==> config.mk <==
export PLATFORM = sky130hd
export DESIGN_NAME = tcsg_div
export DESIGN_NICKNAME = d
export VERILOG_FILES = /design/src/design/tangent_cross_seed_generator_assert.svh /design/src/design/tcsg_pkg.sv /design/src/design/tcsg_div.sv
export SDC_FILE = /design/constraint.sdc
export NUM_CORES = 2
export LEC_CHECK = 0
export BUFFER_PORTS_ARGS = -buffer_cell sky130_fd_sc_hd__buf_2
export CAP_MARGIN = 0
export CORE_MARGIN = 5
export CORE_UTILIZATION = 55
export CTS_BUF_LIST = sky130_fd_sc_hd__clkbuf_8
export CTS_CLUSTER_SIZE = 24
export DETAILED_ROUTE_END_ITERATION = 8
export PLACE_DENSITY = 0.72
export SYNTH_ARGS = -nofsm -noshare
export SYNTH_HDL_FRONTEND = slang
export SYNTH_SLANG_ARGS = --single-unit
==> constraint.sdc <==
create_clock -name clk -period 3.6 [get_ports clk]
set_input_delay 0.18 -clock clk [delete_from_list [all_inputs] [get_ports clk]]
set_output_delay 0.18 -clock clk [all_outputs]
set_load 0.005 [all_outputs]
==> src/design/tangent_cross_seed_generator_assert.svh <==
// assertion macros for the tangent cross seed generator
// used by modules that check their own control logic; needs clk and rst in scope
`ifndef TANGENT_CROSS_SEED_GENERATOR_ASSERT_SVH
`define TANGENT_CROSS_SEED_GENERATOR_ASSERT_SVH

// consequence holds in the same cycle as the antecedent
`define TCSG_CHECK_NOW(lbl, ante, cons, msg) \
  lbl: assert property (@(posedge clk) disable iff (rst) (ante) |-> (cons)) else $error(msg);

// consequence holds in the cycle after the antecedent
`define TCSG_CHECK_NEXT(lbl, ante, cons, msg) \
  lbl: assert property (@(posedge clk) disable iff (rst) (ante) |=> (cons)) else $error(msg);

// condition holds in the cycle after reset
`define TCSG_CHECK_RESET(lbl, cons, msg) \
  lbl: assert property (@(posedge clk) rst |=> (cons)) else $error(msg);

`endif

==> src/design/tcsg_pkg.sv <==
// shared types and constants of the tangent cross seed generator
// no dependencies; imported by every module of the block
package tcsg_pkg;

  // pipeline depths
  localparam int NORM_STEPS  = 5;
  localparam int SQRT_STAGES = 32;
  localparam int DIV_STAGES  = 31;
  localparam int LEN_LAT     = NORM_STEPS + SQRT_STAGES;
  localparam int NUM_OFF     = 5;

  // offset component slots
  localparam int OFF_T1X = 0;
  localparam int OFF_T1Y = 1;
  localparam int OFF_T2X = 2;
  localparam int OFF_T2Y = 3;
  localparam int OFF_T2Z = 4;

  // seed order within one point
  localparam logic [1:0] SEED_T1_PLUS  = 2'd0;
  localparam logic [1:0] SEED_T1_MINUS = 2'd1;
  localparam logic [1:0] SEED_T2_PLUS  = 2'd2;
  localparam logic [1:0] SEED_T2_MINUS = 2'd3;

  localparam logic [30:0] DIST_RESET = 31'd65536;

  typedef logic [4:0] kshift_t;

  // everything a point needs up to the dividers
  typedef struct packed {
    logic signed [31:0] px;
    logic signed [31:0] py;
    logic signed [31:0] pz;
    logic [7:0]         red;
    logic [7:0]         green;
    logic [7:0]         blue;
    logic               axis;
    logic [NUM_OFF-1:0] neg;
    logic [15:0]        mag_nx;
    logic [15:0]        mag_ny;
    logic [30:0]        mag_xz;
    logic [30:0]        mag_yz;
    logic [31:0]        r2;
  } front_side_t;

  // what a point keeps after the dividers
  typedef struct packed {
    logic signed [31:0] px;
    logic signed [31:0] py;
    logic signed [31:0] pz;
    logic [7:0]         red;
    logic [7:0]         green;
    logic [7:0]         blue;
    logic               axis;
    logic [NUM_OFF-1:0] neg;
  } back_side_t;

  // finished point handed to the serializer
  typedef struct packed {
    logic signed [31:0]            px;
    logic signed [31:0]            py;
    logic signed [31:0]            pz;
    logic [7:0]                    red;
    logic [7:0]                    green;
    logic [7:0]                    blue;
    logic [NUM_OFF-1:0]            neg;
    logic [NUM_OFF-1:0][30:0]      off;
  } seed_src_t;

endpackage

==> src/design/tcsg_div.sv <==
// pipelined restoring divider: q = floor(a * 2^30 / dvs) for a <= dvs
// depends on tcsg_pkg; DIV_STAGES stages, one quotient bit per stage
module tcsg_div import tcsg_pkg::*; (
  input  logic        clk,
  input  logic        en,
  input  logic [31:0] a,
  input  logic [31:0] dvs,
  output logic [30:0] q
);

  logic [32:0] rem_r [DIV_STAGES];
  logic [30:0] quo_r [DIV_STAGES];
  logic [31:0] dv_r  [DIV_STAGES];

  for (genvar i = 0; i < DIV_STAGES; i++) begin : g_div
    logic [32:0] ri;
    logic [30:0] qi;
    logic [31:0] di;
    if (i == 0) begin : g_first
      assign ri = {1'b0, a};
      assign qi = '0;
      assign di = dvs;
    end else begin : g_rest
      assign ri = {rem_r[i-1][31:0], 1'b0};
      assign qi = quo_r[i-1];
      assign di = dv_r[i-1];
    end
    // compare and subtract, one bit
    always_ff @(posedge clk) begin
      if (en) begin
        if (ri >= {1'b0, di}) begin
          rem_r[i] <= ri - {1'b0, di};
          quo_r[i] <= {qi[29:0], 1'b1};
        end else begin
          rem_r[i] <= ri;
          quo_r[i] <= {qi[29:0], 1'b0};
        end
        dv_r[i] <= di;
      end
    end
  end

  assign q = quo_r[DIV_STAGES-1];

endmodule

## Word level (Yosys, flattened, before mapping)

Memory sizes are Yosys's and may differ from the RTL's.
Cells that the tools add are included.

- Register bits: 0
- RAM bits: 2976
- Input port bits: 66
- Output and inout bits: 31
- Logic and storage cells: 377
- Memories: 3

Memory list:

| name | depth | bits a word | read ports | clocked after memory_dff | wr ports | RTL line | text |
|---|---|---|---|---|---|---|---|
| rem_r | 31 | 33 | 30 | 0 | 31 | tcsg_div.sv:11 | `logic [32:0] rem_r [DIV_STAGES];` |
| dv_r | 31 | 32 | 30 | 0 | 31 | tcsg_div.sv:13 | `logic [31:0] dv_r [DIV_STAGES];` |
| quo_r | 31 | 31 | 31 | 0 | 31 | tcsg_div.sv:12 | `logic [30:0] quo_r [DIV_STAGES];` |

- Add/subtract/negate cells: 31
- $lt $le $gt $ge: 31
- Multiplexer cells: 250
- Bitwise gates (word level): 62

Operators by type and width:

| operator | number |
|---|---|
| $mux 33 | 31 |
| $ge 33x32->1 | 30 |
| $sub 33x32->33 | 30 |
| $mux 31 | 31 |
| $mux 1 | 188 |
| $or 1x1->1 | 62 |
| $sub 32x32->33 | 1 |
| $ge 32x32->1 | 1 |

## Depth between registers and ports, before layout

An unclocked memory read counts as a cell.

- Depth after elaboration: 6
- Mapped depth: 15
- Gate-level depth less buffers: 13

## Worst setup path before layout

OpenSTA, ideal clock, no wires.

- Path kind: flip-flop to flip-flop
- Start: memory rem_r[11][2], in the netlist rem_r[0][365]
- End: memory rem_r[12][20], in the netlist rem_r[0][416] (data pin)
- Setup time: 0.260 ns
- Data arrival time: 3.285 ns
- Data required time: 3.340 ns
- Slack: 0.055 ns
- Cell stages (with the launch flop): 13
- Buffers on the path: 1
- Clock period less this slack: 3.545 ns
- Cells stage by stage: edfxtp_1 > ha_1 > a21o_1 > a21oi_1 > o21ai_1 > a311oi_2 > a31oi_2 > a31oi_4 > o31ai_1 > a221o_1 > a2111oi_4 > buf_6 > mux2_2

RTL lines:

| what | RTL line |
|---|---|
| start, declared | tcsg_div.sv:11 |

==> results.toml <==
[run_status]
outcome = "finished, violations left"
violations = "setup timing"

[clock_network]
cts_tree = "done"
numCtsBuffers = 412
clock_latency_ns = 1.14
clockBufferDepth = 4
cts_max_level = 5
cts_root_buf = "clkbuf_8"
clkSlewWorstSetupHoldPaths_ns = 0.06
clkSinkCount = 2416

[timing]
period_share_pct = 103
slew_violations = 0
setup_viol = 31
rsz0062_at_grt = "true"
worst_slew_pin_slew_ns = 1.05
slew_headroom_pct = 29.9
fin_crit_ns = 3.70
setup_slack_ns = -0.102
timing.fmax_mhz = 270
finalHoldViolations = 0
clock_skew_ns = 0.126
setup_tns_ns = -1.85

[logic_synthesis]
postSynthAreaPerCell_um2 = 11.2
synth.most_common_cell = "edfxtp_1"
ys_warn_count = 0
yosysTopAreaCell = "edfxtp_1"
syn_area_um2 = 136000
synthDistinctLibCells = 90
synth-edff-count = 2414
async_reset_ff_share_pct = 0
ys_ff_latch = 2416
yosysSeqAreaShare_pct = 53.5
yosys-top-cells-count = "edfxtp_1 (2,414), inv_1 (1,263), a21oi_1 (1,140), ha_1 (991), nor2_1 (775)"
syn-num-nets = 13200
ys_top_cells_by_area = "edfxtp_1 (53%), ha_1 (9.1%), a21oi_1 (4.2%)"
syn_inst = 12100
synth.top_cell.area_share_pct = 53.4
synthFlopType = "edfxtp_1"

[die]
rows = 182
fp.dieH_um = 507
dieArea_um2 = 257000
die_x_um = 507
io_pins = 97
core_um2 = 246000
start_util_pct = 55.2

[job]
drv_cap = 0

[pwr]
power.leakage_nw = 64.7
vdd_ir_drop_max_mv = 0.457
power_density_nw_per_um2 = 875
power_mw = 136

[placed_design]
hpwlAfterDp_um = 254000
dp.cells = 15700
dp_slack_ns = -0.350
port-buffer-count = 96
place.gp.congestion = 0.953

[global_route]
grt-ovfl-total = 0
grt_max_degree = 193
first_global_vias = 94300
grt_pass1_wl_um = 523000
antenna_found_initial = 10
grt.total_usage_pct = 25.6

[setup_path]
cp-end-kind = "flip-flop"
crit_path_start_kind = "flip-flop"
crit_arrival_ns = 4.48
crit_fanout = 6
required_ns = 4.38
worstSetupPathType = "flip-flop to flip-flop"

[worst_hold_path]
hold_path.class = "primary input to flip-flop"

[detailed_routing]
ant_nets = 0
dr.pass1.iters = 6
viasPerCell = 5.81
drc = 0
first_iter_violations = 7810
wl_um = 343000
wl_per_cell_um = 20.6
dr_total_vias = 96700

[cells_and_area]
syn_to_final_growth_pct = 14.2
nFillCells = 19200
fin_cells = 16600
layout-drive-gt1-share_pct = 13.6
nNetsFinal = 14200
cell usage in the layout, fill, tap and decap left out, types with 27 or more instances in the layout:
cell type,instances
inv_1,1366
nand2b_1,126
mux2_4,27
buf_4,572
a211oi_1,68
dlygate4sd3_1,144
or3_1,45
xor2_1,324
fa_1,30
o21bai_1,122
a21oi_2,30
nor2b_1,132
nor4_1,27
and2_1,59
nand3_1,202
o21ai_1,31
o21ai_0,700
o211ai_1,35
edfxtp_1,2414
clkbuf_8,417
and3_1,73
buf_12,55
a21o_1,523
o31ai_1,51
mux2_2,269
a21oi_1,1105
ha_1,979
a31oi_1,98
o21a_1,131
mux2i_1,29
clkinv_2,58
xnor2_1,481
nor3_1,145
clkinv_1,98
nand2_1,738
o2111ai_1,29
nand4_1,162
buf_2,95
a31o_2,35
nor2_1,757
report_power, final:
group          total, mW  switching, mW  leakage (nW)  internal, mW
Combinational       65.9           36.0          36.9          30.0
Clock               23.2           11.1          4.26          12.2
Sequential          46.4           5.10          23.6          41.3
Total                136           52.1          64.7          83.5
area by class of cell:
type	instances	area, µm²	share of cell area, %
Sequential cell	2416	72500	46.8
Multi-Input combinational cell	8117	58200	37.6
Timing Repair Buffer	895	7890	5.09
Clock buffer	417	5740	3.70
Inverter	1263	4740	3.06
Tap cell	3220	4030	2.60
Clock inverter	301	1820	1.18
Antenna cell	8	20.0	0.0129
critical path: stages (launching register included):
cell and delay, ns:
edfxtp_1 0.39, ha_1 0.32, a21o_1 0.19, a21oi_2 0.17, o21ai_4 0.09, a311oi_2 0.26
buf_4 0.19, a31oi_4 0.09, a31oi_4 0.19, o31ai_2 0.09, a221o_1 0.33, a2111oi_4 0.37
buf_6 0.16, buf_6 0.12, buf_16 0.14, mux2_4 0.30
path summary, 6_finish.rpt:
path	start	end	slack, ns	cells after the start
max	rem_r[0][365]	rem_r[0][407]	-0.10	15
min reg2reg	quo_r[1][407]	quo_r[1][439]	0.36	0
min	a[14]	rem_r[0][14]	0.11	4
max reg2reg	rem_r[0][365]	rem_r[0][407]	-0.10	15
routing by layer:
metal / vias up / routed length, µm / track usage, %
met3: 822 / 18100 / 3.36
met1: 46400 / 142000 / 32.8
met4: 6 / 15500 / 10.8
met5: - / 41 / 0
li1: 46400 / - / -
met2: 3075 / 167000 / 44.1
flip-flops by register name (all words and copies together) (netlist names):
name and count:
rem_r 960, dv_r 960, quo_r 496
what timing repair did:
| action | in CTS | in global routing |
|---|---|---|
| endpoints found under the setup margin | 161 | 554 |
| gates cloned | 5 | 15 |
| endpoints found under the hold margin | 801 | 0 |
| gates resized for setup | 56 | 204 |
| setup buffers | 18 | 45 |
| pin swaps | 14 | 49 |
| hold buffers | 144 | 0 |
metrics by stage:
step	utilization, %	hold slack (ns)	area [µm²]
2_1_floorplan	-	0.279	136000
3_3_place_gp	58.6	0.377	144000
3_5_place_dp	58.6	0.375	144000
4_1_cts	62.4	0.0157	153000
5_1_grt	63.1	0.0627	155000
6_report	63.1	0.107	155000
cell families (layout without fill, tap and decap cells):
group	after synthesis	after routing	share of synthesized area, %
buffers and inverters	1616	2876	4.53
DFF	2416	2416	53.5
xor gates and xnor gates	805	805	5.20
AOI/OAI and AO/OA	3343	3345	15.4
muxes	332	332	2.73
and+or+nand+nor	2614	2614	9.07
other	0	8	0
adders and majority gates	1021	1021	9.58
No activity file was read; power rests on OpenSTA's default activity.
