<file path="src/design/tangent_cross_seed_generator_assert.svh">
// assertion macros for the tangent cross seed generator
// used by modules that check their own control logic; needs clk and rst in scope
`ifndef TANGENT_CROSS_SEED_GENERATOR_ASSERT_SVH
`define TANGENT_CROSS_SEED_GENERATOR_ASSERT_SVH

// consequence holds in the same cycle as the antecedent
`define TCSG_CHECK_NOW(lbl, ante, cons, msg) \
  lbl: assert property (@(posedge clk) disable iff (rst) (ante) |-> (cons)) else $error(msg);

// consequence holds in the cycle after the antecedent
`define TCSG_CHECK_NEXT(lbl, ante, cons, msg) \
  lbl: assert property (@(posedge clk) disable iff (rst) (ante) |=> (cons)) else $error(msg);

// condition holds in the cycle after reset
`define TCSG_CHECK_RESET(lbl, cons, msg) \
  lbl: assert property (@(posedge clk) rst |=> (cons)) else $error(msg);

`endif

</file>
<file path="src/design/tcsg_pkg.sv">
// shared types and constants of the tangent cross seed generator
// no dependencies; imported by every module of the block
package tcsg_pkg;

  // pipeline depths
  localparam int NORM_STEPS  = 5;
  localparam int SQRT_STAGES = 32;
  localparam int DIV_STAGES  = 31;
  localparam int LEN_LAT     = NORM_STEPS + SQRT_STAGES;
  localparam int NUM_OFF     = 5;

  // offset component slots
  localparam int OFF_T1X = 0;
  localparam int OFF_T1Y = 1;
  localparam int OFF_T2X = 2;
  localparam int OFF_T2Y = 3;
  localparam int OFF_T2Z = 4;

  // seed order within one point
  localparam logic [1:0] SEED_T1_PLUS  = 2'd0;
  localparam logic [1:0] SEED_T1_MINUS = 2'd1;
  localparam logic [1:0] SEED_T2_PLUS  = 2'd2;
  localparam logic [1:0] SEED_T2_MINUS = 2'd3;

  localparam logic [30:0] DIST_RESET = 31'd65536;

  typedef logic [4:0] kshift_t;

  // everything a point needs up to the dividers
  typedef struct packed {
    logic signed [31:0] px;
    logic signed [31:0] py;
    logic signed [31:0] pz;
    logic [7:0]         red;
    logic [7:0]         green;
    logic [7:0]         blue;
    logic               axis;
    logic [NUM_OFF-1:0] neg;
    logic [15:0]        mag_nx;
    logic [15:0]        mag_ny;
    logic [30:0]        mag_xz;
    logic [30:0]        mag_yz;
    logic [31:0]        r2;
  } front_side_t;

  // what a point keeps after the dividers
  typedef struct packed {
    logic signed [31:0] px;
    logic signed [31:0] py;
    logic signed [31:0] pz;
    logic [7:0]         red;
    logic [7:0]         green;
    logic [7:0]         blue;
    logic               axis;
    logic [NUM_OFF-1:0] neg;
  } back_side_t;

  // finished point handed to the serializer
  typedef struct packed {
    logic signed [31:0]            px;
    logic signed [31:0]            py;
    logic signed [31:0]            pz;
    logic [7:0]                    red;
    logic [7:0]                    green;
    logic [7:0]                    blue;
    logic [NUM_OFF-1:0]            neg;
    logic [NUM_OFF-1:0][30:0]      off;
  } seed_src_t;

endpackage

</file>
<file path="src/design/tcsg_ser.sv">
// seed serializer: holds one point and sends its four seeds through an output register
// depends on tcsg_pkg and tangent_cross_seed_generator_assert.svh
`include "tangent_cross_seed_generator_assert.svh"
module tcsg_ser import tcsg_pkg::*; (
  input  logic          clk,
  input  logic          rst,
  input  logic          in_valid,
  input  seed_src_t     in_src,
  output logic          in_ready,
  output logic          m_tvalid,
  input  logic          m_tready,
  output logic [119:0]  m_tdata,  // seed_x, seed_y, seed_z, red_out, green_out, blue_out
  output logic [1:0]    m_tuser,  // seed_index
  output logic          m_tlast
);

  seed_src_t    hold;
  logic         hv;
  logic [1:0]   cnt;
  logic         o_valid;
  logic [119:0] o_data;
  logic [1:0]   o_idx;
  logic         o_last;

  logic         load_out;
  logic         emit;
  logic         take;
  logic         sel_t2;
  logic         minus;
  logic [31:0]  sx;
  logic [31:0]  sy;
  logic [31:0]  sz;

  function automatic logic [31:0] sat_step(input logic signed [31:0] p,
                                           input logic [30:0] mag,
                                           input logic neg);
    logic signed [33:0] m;
    logic signed [33:0] s;
    m = $signed({3'b000, mag});
    s = $signed({{2{p[31]}}, p}) + (neg ? -m : m);
    if (s > $signed(34'sh0_7FFF_FFFF)) return 32'h7FFF_FFFF;
    if (s < $signed(-34'sh0_8000_0000)) return 32'h8000_0000;
    return s[31:0];
  endfunction

  // handshake on both sides
  assign load_out = !o_valid || m_tready;
  assign emit     = hv && load_out;
  assign in_ready = !hv || (emit && cnt == SEED_T2_MINUS);
  assign take     = in_valid && in_ready;

  // seed of the current count
  assign sel_t2 = cnt[1];
  assign minus  = cnt[0];
  assign sx = sat_step(hold.px, sel_t2 ? hold.off[OFF_T2X] : hold.off[OFF_T1X],
                       (sel_t2 ? hold.neg[OFF_T2X] : hold.neg[OFF_T1X]) ^ minus);
  assign sy = sat_step(hold.py, sel_t2 ? hold.off[OFF_T2Y] : hold.off[OFF_T1Y],
                       (sel_t2 ? hold.neg[OFF_T2Y] : hold.neg[OFF_T1Y]) ^ minus);
  assign sz = sat_step(hold.pz, sel_t2 ? hold.off[OFF_T2Z] : '0,
                       (sel_t2 && hold.neg[OFF_T2Z]) ^ minus);

  // point holder and seed counter
  always_ff @(posedge clk) begin
    if (rst) begin
      hv  <= 1'b0;
      cnt <= SEED_T1_PLUS;
    end else if (take) begin
      hv  <= 1'b1;
      cnt <= SEED_T1_PLUS;
    end else if (emit) begin
      cnt <= cnt + 2'd1;
      if (cnt == SEED_T2_MINUS) begin
        hv <= 1'b0;
      end
    end
  end

  always_ff @(posedge clk) begin
    if (take) begin
      hold <= in_src;
    end
  end

  // output register
  always_ff @(posedge clk) begin
    if (rst) begin
      o_valid <= 1'b0;
    end else if (load_out) begin
      o_valid <= emit;
    end
  end

  always_ff @(posedge clk) begin
    if (emit) begin
      o_data <= {hold.blue, hold.green, hold.red, sz, sy, sx};
      o_idx  <= cnt;
      o_last <= (cnt == SEED_T2_MINUS);
    end
  end

  assign m_tvalid = o_valid;
  assign m_tdata  = o_data;
  assign m_tuser  = o_idx;
  assign m_tlast  = o_last;

  // checks
  `TCSG_CHECK_NOW(tcsg_last_flag, m_tvalid, m_tlast == (m_tuser == SEED_T2_MINUS), "last flag not on fourth seed")
  `TCSG_CHECK_NEXT(tcsg_hold_midway, emit && cnt != SEED_T2_MINUS, hv, "point dropped before its fourth seed")
  `TCSG_CHECK_NEXT(tcsg_emit_order, emit, m_tvalid && m_tuser == $past(cnt), "seed word out of order")
  `TCSG_CHECK_RESET(tcsg_reset_empty, !m_tvalid && !hv, "serializer not empty after reset")

endmodule
</file>
<file path="config.mk">
export PLATFORM = sky130hd
export DESIGN_NAME = tcsg_ser
export DESIGN_NICKNAME = d
export VERILOG_FILES = /design/src/design/tcsg_pkg.sv /design/src/design/tcsg_ser.sv
export VERILOG_INCLUDE_DIRS = /design/src /design/src/design
export SDC_FILE = /design/constraint.sdc
export NUM_CORES = 1
export LEC_CHECK = 0
export ABC_AREA = 1
export BUFFER_PORTS_ARGS = -buffer_cell sky130_fd_sc_hd__buf_2
export CAP_MARGIN = 40
export CORE_UTILIZATION = 35
export CTS_CLUSTER_SIZE = 8
export DETAILED_ROUTE_END_ITERATION = 16
export SYNTH_ARGS = -nofsm -noshare
export SYNTH_HDL_FRONTEND = slang
export SYNTH_SLANG_ARGS = --single-unit
</file>
<file path="constraint.sdc">
create_clock -name clk -period 17.9 [get_ports clk]
set_clock_uncertainty 0.1 [all_clocks]
set_input_delay 2.685 -clock clk [delete_from_list [all_inputs] [get_ports clk]]
set_output_delay 2.685 -clock clk [all_outputs]
set_load 0.005 [all_outputs]
</file>
## Word-level counts from Yosys, hierarchy flattened

Cells that the tools add are included.

| storage, ports and cells | value |
|---|---|
| bits in registers | 407 |
| bits of input ports | 284 |
| output and inout bits | 125 |
| logic and storage cells | 79 |

| operators by class | value |
|---|---|
| $add $sub $neg | 7 |
| magnitude comparators | 6 |
| equality and inequality tests | 1 |
| multiplexer cells | 32 |
| bitwise gates (word level) | 3 |
| reductions and logical operators | 12 |

Operators by type and width:

| cell | count |
|---|---|
| $mux W32 | 12 |
| $add A32 B34 Y34 | 3 |
| $gt A34 B32 Y1 const B | 3 |
| $lt A34 B32 Y1 const B | 3 |
| $mux W34 | 3 |
| $neg A31 Y34 | 3 |
| $mux W31 | 3 |
| $mux W1 | 14 |
| $logic_and A1 B1 Y1 | 4 |
| $reduce_bool A2 Y1 | 2 |
| $xor A1 B1 Y1 | 3 |
| $add A2 B1 Y2 const B | 1 |
| $eq A2 B2 Y1 const B | 1 |
| $logic_not A1 Y1 | 2 |
| $logic_or A1 B1 Y1 | 2 |
| $reduce_and A2 Y1 | 1 |
| $reduce_or A2 Y1 | 1 |

## Longest topological paths before layout

Gate-level depths: netlist of run 1.

| logic depth | value |
|---|---|
| depth after elaboration | 9 |
| gate-level depth with buffers | 31 |
| depth with buffers taken out | 28 |

## Worst setup path before layout of run 1

No wires, ideal clock.

| timing | value |
|---|---|
| kind | in2reg |
| start point | input port m_tready |
| end point | register cnt[0] |
| setup time | 0.139 ns |
| arrival | 15.721 ns |
| required time | 17.661 ns |
| slack | 1.940 ns |
| stages | 6 |
| path buffers | 0 |
| cell sequence | inv_1 nand2_1 a21oi_1 nor2_1 or2_2 a21oi_1 |

| on the way | value |
|---|---|
| cells in the longest elaborated chain, start to end | 6 |

RTL lines:

| what | RTL line | source |
|---|---|---|
| start: declaration | tcsg_ser.sv:11 | `input logic m_tready,` |
| $logic_or A1 B1 Y1 | tcsg_ser.sv:47 | `assign load_out = !o_valid \|\| m_tready;` |
| $logic_and A1 B1 Y1 | tcsg_ser.sv:48 | `assign emit = hv && load_out;` |
| $logic_and A1 B1 Y1 | tcsg_ser.sv:49 | `assign in_ready = !hv \|\| (emit && cnt == SEED_T2_MINUS);` |
| $logic_or A1 B1 Y1 | tcsg_ser.sv:49 |  |
| $logic_and A1 B1 Y1 | tcsg_ser.sv:50 | `assign take = in_valid && in_ready;` |
| named net take | tcsg_ser.sv:27 | `logic take;` |
| $reduce_or A2 Y1 (no line) | -- |  |
| end signal: assignment | tcsg_ser.sv:71 | `cnt <= cnt + 2'd1;` |
| end: declaration | tcsg_ser.sv:19 | `logic [1:0] cnt;` |

The timed path passes the listed nets, and every way through them passes these cells.
A chain may end at the register's enable or synchronous reset.

## Final worst setup path of run 1

| timing | value |
|---|---|
| start point | input port m_tready |
| end point | output port in_ready |

| on the way | value |
|---|---|
| cells in the longest elaborated chain, start to end | 4 |

RTL lines:

| what | RTL line | source |
|---|---|---|
| $logic_or A1 B1 Y1 | tcsg_ser.sv:47 |  |
| $logic_and A1 B1 Y1 | tcsg_ser.sv:48 |  |
| $logic_and A1 B1 Y1 | tcsg_ser.sv:49 |  |
| $logic_or A1 B1 Y1 | tcsg_ser.sv:49 |  |
| end: declaration | tcsg_ser.sv:9 | `output logic in_ready,` |

No other way between the ends.

==> impl_results.md, run 1 <==
- Slew Limit Headroom: 0.4165
- Crit share post-route: 0.3466
- Most common cell after layout, fill and taps aside: nand2_1
- Final Instance Area: 0.02829 mm2
- Largest net degree at the start of global routing: 68
- Crit path buf inv count: 4
- Grt ovf: 0
- Syn_nets: between 3,000 and 4,000
- Dpl cell area: around 0.027 mm2
- Post-Syn Instances: roughly 2,800
- R2r setup slk: 11.93 ns
- Final Setup Violations: 0
- Flops & latches, synth: 407
- Final core utilization: 0.4213
- DRT Pass-1 Iters: 5
- Ys flop type: edfxtp_1
- Cell count after placement: approximately 4,000
- Arrival time at the worst endpoint: roughly 3.4 ns
- First-pass GRT wire length: between 100 and 150 mm
- Initial antenna violation count: 9
- Peak fanout along the critical path: 3
- Post_cts resized: 0
- Via/cell ratio: around 4.6
- Die H: around 260 um
- Post-route ant nets: 0
- Number of hold buffers added after cts: 0
- CTS max path bufs: 3
- Async SR Flop Fraction: 0
- Core ar.: about 0.067 mm2
- Worst Tran Pin Value: roughly 0.87 ns
- Outcome: finished, final reports clean
- Worst-path cell chain: buf_2 > inv_1 > nand2_1 > a21oi_1 > inv_1 > buf_2
- WL per Instance: about 16 um
- Root Driver: clkbuf_16
- Row cnt: 95
- Register area share after synthesis: 0.5135
- Mapped Avg Cell Area: roughly 8.5 um2
- Die width: around 260 um
- Final slew viol count: 0
- Clock Latency Late Sink: roughly 0.6 ns
- Yosys warns: 0
- Yosys cell types: 42
- Final #Nets: about 3,600
- Most frequent cells in the layout: nand2_1, inv_1, buf_2, edfxtp_1, nor2_1
- Vias in the first global route: between 15,000 and 20,000
- Pwr per Cell Area: 101.9 mW/mm2
- Fin Setup TNS: 0 ns
- Critical Path RT: about 15 ns
- Num CTS Buffers: between 50 and 60
- Max-Cap Viols: 0
- Starting Density: 0.3532
- Number of synthesized flops with an enable pin: slightly above 400
- DIE AREA: between 0.06 and 0.07 mm2
- Layout area overhead: 19.26%
- Via count: roughly 19,000
- Final wirelength: around 67 mm
- DPL Wire Length: about 52 mm
- Non-filler instance count after layout: between 4,000 and 5,000
- I/O Pins: 409
- CTS tree: done
- Final hold vios: 0
- Hold Crit Class: register to register
- Share of cells above drive strength 1: 0.1584
- GP Congestion: between 0.9 and 1
- GRT Total Usage: 0.1911
- Startpoint types: primary input
- Fmax achieved: between 150 and 200 MHz
- Total clock sinks: between 400 and 500
- Worst-path clk slew: 0.05 ns
- Max stage delay cell, worst path: a21oi_1
- Synthesized area: about 0.024 mm2
- Total power: between 2 and 3 mW
- DRC Markers: 0
- CP max stage delay: ~0.27 ns
- Crit. End Element: output pin
- Leakage power total: ~14 nW
- Iteration-0 DRC Markers: between 1,000 and 1,500
- IO Port Bufs: roughly 410
- CP Class: primary input to output pin
- Final worst path period need: around 6.2 ns
- H-Tree Depth: 2
- Top delay family on crit path: buffers and inverters
- Filler cells: 6,722
- RSZ-0062 raised after global routing: false
- Max VDD drop: 0.07252 mV
- Post-CTS setup buffers: 0
synthesized netlist by cell type (2+ instances only):
master       n  area (um2)
nor2_2       5       31.28
and3_1       3       18.77
dfxtp_1      4       80.08
a31oi_1     10       62.56
mux2i_1      2       20.02
nand3b_1     2       15.01
and2_1       7       43.79
nand3_1     99       495.5
xnor2_1     60       525.5
ha_1       103        1289
nor2_1     217       814.5
o31ai_1      2       15.01
nand3_2      4       40.04
nor3_1      26       130.1
o21bai_1    12       90.09
nand2_2      6       37.54
o21ai_0     56       280.3
a21oi_1    113       565.5
xor2_1      90       788.3
nor4_1       3       18.77
fa_1         3       60.06
nand2_1   1040        3904
o21a_1       5       37.54
o21ai_2      4       35.03
buf_2       11       55.05
inv_1      420        1577
clkbuf_1     6       22.52
o21ai_1     13       65.06
or2_2        4       25.02
buf_6       11       123.9
a21o_1       4       30.03
inv_2        2       7.510
buf_4       16       120.1
nand4_1     20       125.1
edfxtp_1   403       12100
report_power, final:
| part | internal (mW) | leakage [nW] | switching (mW) | total [mW] |
|---|---|---|---|---|
| clock network | 0.612 | 0.782 | 0.382 | 0.994 |
| logic | 0.244 | 8.93 | 0.452 | 0.696 |
| registers | 1.17 | 3.86 | 0.0266 | 1.19 |
worst reg2reg max path: cells and delay by family (launching register included):
kind / cells / cell delay [ns]
buffers and inverters: 2 / 0.70
AO/OA/AOI/OAI: 1 / 0.35
XOR/XNOR: 1 / 0.18
flip-flops: 1 / 0.90
AND/OR/NAND/NOR: 18 / 3.06
adder cells (fa/ha/maj): 1 / 0.41
per-stage QoR:
stage               hold slack [ns]  worst slack, ns
floorplan                    0.3003            1.940
global placement             0.3002            11.71
detailed placement           0.3045            11.70
CTS                          0.3096            11.69
global route                 0.3180            11.30
finish                       0.3080            11.70
state kept, by name, indices dropped and copies added (netlist names):
signal	flops
m_tlast	1
m_tuser	2
hv	1
cnt	2
m_tvalid	1
hold	280
m_tdata	120
per-layer routing:
layer	global-route usage	wire, um	vias to the layer above
li1	-	-	9826
met1	0.2526	29760	8509
met2	0.3124	30630	572
met3	0.03776	4293	116
met4	0.06471	1980	8
met5	0	49	-
logic make-up after synthesis:
logic type	Yosys count	share of synthesized area
muxes	2	0.0008439
AOI/OAI and AO/OA	223	0.05174
and+or+nand+nor	1436	0.2402
xor gates and xnor gates	151	0.05607
buffers and inverters	468	0.08075
adders and majority gates	106	0.05686
DFF	407	0.5135
path summary, 6_finish.rpt:
check | from | endpoint | depth (start not counted)
hold reg to reg | hold[169] | m_tdata[105] | 0
setup reg to reg | cnt[1] | m_tdata[36] | 23
setup / recovery | m_tready | in_ready | 6
hold / removal | hold[169] | m_tdata[105] | 0
cell type report:
cell class / count / area, um2 / share of cell area
Antenna cell: 4 / 10.01 / 0.0003538
Clock buffer: 73 / 1529 / 0.05404
Clock inverter: 5 / 77.57 / 0.002742
Inverter: 423 / 1595 / 0.05639
Multi-Input combinational cell: 1918 / 9633 / 0.3405
Sequential cell: 407 / 12190 / 0.4307
Tap cell: 873 / 1092 / 0.03861
Timing Repair Buffer: 419 / 2170 / 0.07669
(Power assumes the default switching activity.)
==> run 2: changes to the inputs <==
Clock period 17.9 ns to 6.2 ns, I/O delays scaled along.
==> run 2 against run 1 <==
- routed wire length grew 2.3%
- final cell count grew 0.17%
- die area is the same
- core utilization shrank 0.069 points
- total power grew to 2.9 times the previous value
- first-iteration DRC count shrank 0.89%
- register-to-register slack lost 11 ns
- combinational power grew to 2.9 times the previous value
- sequential share of layout area grew 0.071 points
- setup slack lost 11 ns
- sequential power grew to 2.9 times the previous value
==> impl_results.md, run 2 (synthesized netlist as in run 1, its figures left out) <==
- Gr busiest metal: met2 (unchanged)
- Worst Tran Pin Value: 0.9895 ns (was 0.8660 ns)
- I/O Pins: 409 (unchanged)
- Initial antenna violation count: 9 (unchanged)
- Starting Density: 0.3532 (unchanged)
- CP Class: register to register (was primary input to output pin)
- CTS max path bufs: 3 (unchanged)
- Fin Setup TNS: 0 ns (unchanged)
- Arrival time at the worst endpoint: 5.66 ns (was 3.42 ns)
- IO Port Bufs: 408 (unchanged)
- DPL Wire Length: 53.42 mm (was 52.43 mm)
- Layout area overhead: 19.07% (was 19.26%)
- M3 GR Usage: 0.03542 (was 0.03776)
- Max stage delay cell, worst path: dfxtp_4 (was a21oi_1)
- DIE AREA: 0.06882 mm2 (unchanged)
- Post_cts resized: 0 (unchanged)
- Via/cell ratio: 4.636 (was 4.617)
- Max reg flops: 280 (unchanged)
- Worst slack at placement: 0.7385 ns (was 11.70 ns)
- Max-Cap Viols: 0 (unchanged)
- Dpl cell area: 0.02665 mm2 (was 0.02668 mm2)
- Root Driver: clkbuf_16 (unchanged)
- Total clock sinks: 407 (unchanged)
- Num CTS Buffers: 57 (was 58)
- DRT Pass-1 Iters: 8 (was 5)
- R2r setup slk: 0.75 ns (was 11.93 ns)
- Critical Path RT: 6.41 ns (was 15.11 ns)
- Post-route ant nets: 0 (unchanged)
- Pwr per Cell Area: 294.3 mW/mm2 (was 101.9 mW/mm2)
- Final #Nets: 3,615 (was 3,617)
- FF/Latch Area: 0.01219 mm2 (unchanged)
- Leakage power total: 13.54 nW (was 13.57 nW)
- Die width: 262.3 um (unchanged)
- Crit-path most repeated cell: nand2_1
- Grt ovf: 0 (unchanged)
- GRT Total Usage: 0.1941 (was 0.1911)
- Fmax achieved: 183.5 MHz
- Crit path buf inv count: 3 (was 4)
- First-pass GRT wire length: 103.8 mm (was 102.2 mm)
- Max VDD drop: 0.2279 mV (was 0.07252 mV)
- Vias in the first global route: 18,700 (was 18,520)
- Core ar.: 0.06716 mm2 (unchanged)
- Row cnt: 95 (unchanged)
- Top delay family on crit path: simple AND/OR/NAND/NOR gates (was buffers and inverters)
- Filler cells: 6,735 (was 6,722)
- CTS tree: done (unchanged)
- Die H: 262.3 um (unchanged)
- Final wirelength: 68.28 mm (was 66.72 mm)
- Largest Register: hold (unchanged)
- Hold Crit Class: register to register (unchanged)
- Via count: 19,140 (was 19,030)
- DRC Markers: 0 (unchanged)
- Final worst path period need: between 5 and 6 ns
- Startpoint types: register (was primary input)
- Worst-path cell chain: buf_4 > nand2_1 > nand2_1 > xor2_2 > inv_2 > nand2_1 > o21ai_1 > a21oi_1 > xor2_1 > ha_1 > nand2_1 > nor2_1 > nand2_1 > nor2_1 > nand3_1 > nand3_1 > inv_1 > nand2_1 > nand3_2 > nand2_1 > nand2_1 (was buf_2 > inv_1 > nand2_1 > a21oi_1 > inv_1 > buf_2)
- Peak fanout along the critical path: 32 (was 3)
- Final slew viol count: 0 (unchanged)
- Crit share post-route: 0.8790
- PnR worst setup slack: 0.7499 ns (was 11.70 ns)
- GRT met1 Usage: 0.2567 (was 0.2526)
- Largest net degree at the start of global routing: 140 (was 68)
- Most common cell after layout, fill and taps aside: nand2_1 (unchanged)
- Multi-input logic area: 0.009633 mm2 (unchanged)
- Final Setup Violations: 0 (unchanged)
- Final Instance Area: 0.02825 mm2 (was 0.02829 mm2)
- Crit. End Element: register (was output pin)
- Worst-path clk slew: 0.06 ns (was 0.05 ns)
- Met2 Resource Use GR: 0.3230 (was 0.3124)
- Final hold vios: 0 (unchanged)
- Post-CTS setup buffers: 0 (unchanged)
- H-Tree Depth: 2 (unchanged)
- Slew Limit Headroom: 0.3404 (was 0.4165)
- CP max stage delay: 0.62 ns (was 0.27 ns)
- Outcome: finished, final reports clean (unchanged)
- Most frequent cells in the layout: nand2_1, inv_1, buf_2, edfxtp_1, nor2_1 (unchanged)
- GP Congestion: 0.9136 (was 0.9442)
- Share of cells above drive strength 1: 0.1571 (was 0.1584)
- RSZ-0062 raised after global routing: false (unchanged)
- Iteration-0 DRC Markers: 1,337 (was 1,349)
- Clock Latency Late Sink: 0.60 ns (about the same)
- WL per Instance: 16.54 um (was 16.19 um)
- Number of hold buffers added after cts: 0 (unchanged)
[run 2: cell count changes in the layout (fill, tap and decap cells not counted), sizes merged]
cell / delta
buf: -1
bufinv: -2
clkbuf: +11
clkinv: -1
clkinvlp: +1
diode: -1
[run 2: final cells by class]
type	instances	area share
Antenna cell	3	0.0002658
Clock buffer	84	0.05559
Clock inverter	3	0.0007087
Inverter	423	0.05648
Multi-Input combinational cell	1918	0.3410
Sequential cell	407	0.4314
Tap cell	873	0.03867
Timing Repair Buffer	418	0.07584
[run 2: routing by layer]
metal  part of all wire  up-vias
li1                   -     9807
met1               0.45     8640
met2               0.46      581
met3              0.059      100
met4              0.025       12
met5             0.0012        -
[run 2: metrics by stage]
| stage | total power, mW | hold WS [ns] | utilization | std cells |
|---|---|---|---|---|
| floorplan | 4.895 | 0.3003 | - | 2793 |
| global placement | 5.518 | 0.3004 | 0.3968 | 4039 |
| detailed placement | 5.523 | 0.3045 | 0.3968 | 4039 |
| CTS | 8.412 | 0.3053 | 0.4205 | 4126 |
| global route | 8.779 | 0.3195 | 0.4206 | 4128 |
| finish | 8.312 | 0.3069 | 0.4206 | 4129 |
[run 2: final timing paths]
path / start / endpoint / depth (start not counted)
max: cnt[1] / m_tdata[25] / 21
min: hold[165] / m_tdata[117] / 0
max reg2reg: cnt[1] / m_tdata[25] / 21
min reg2reg: hold[165] / m_tdata[117] / 0
[run 2: worst register-to-register path, stage by stage, from the launching register on]
cell and delay, ns:
dfxtp_4 0.62, buf_4 0.39, nand2_1 0.11, nand2_1 0.16, xor2_2 0.53, inv_2 0.34, nand2_1 0.28, o21ai_1 0.13
a21oi_1 0.22, xor2_1 0.12, ha_1 0.37, nand2_1 0.14, nor2_1 0.24, nand2_1 0.11, nor2_1 0.15, nand3_1 0.10
nand3_1 0.15, inv_1 0.07, nand2_1 0.08, nand3_2 0.45, nand2_1 0.23, nand2_1 0.08
[run 2: power by group]
group          total [mW]  switching [mW]  internal, mW
clock                2.84            1.13          1.71
sequential           3.45          0.0792          3.37
combinational        2.03            1.33         0.698
total                8.31            2.54          5.78
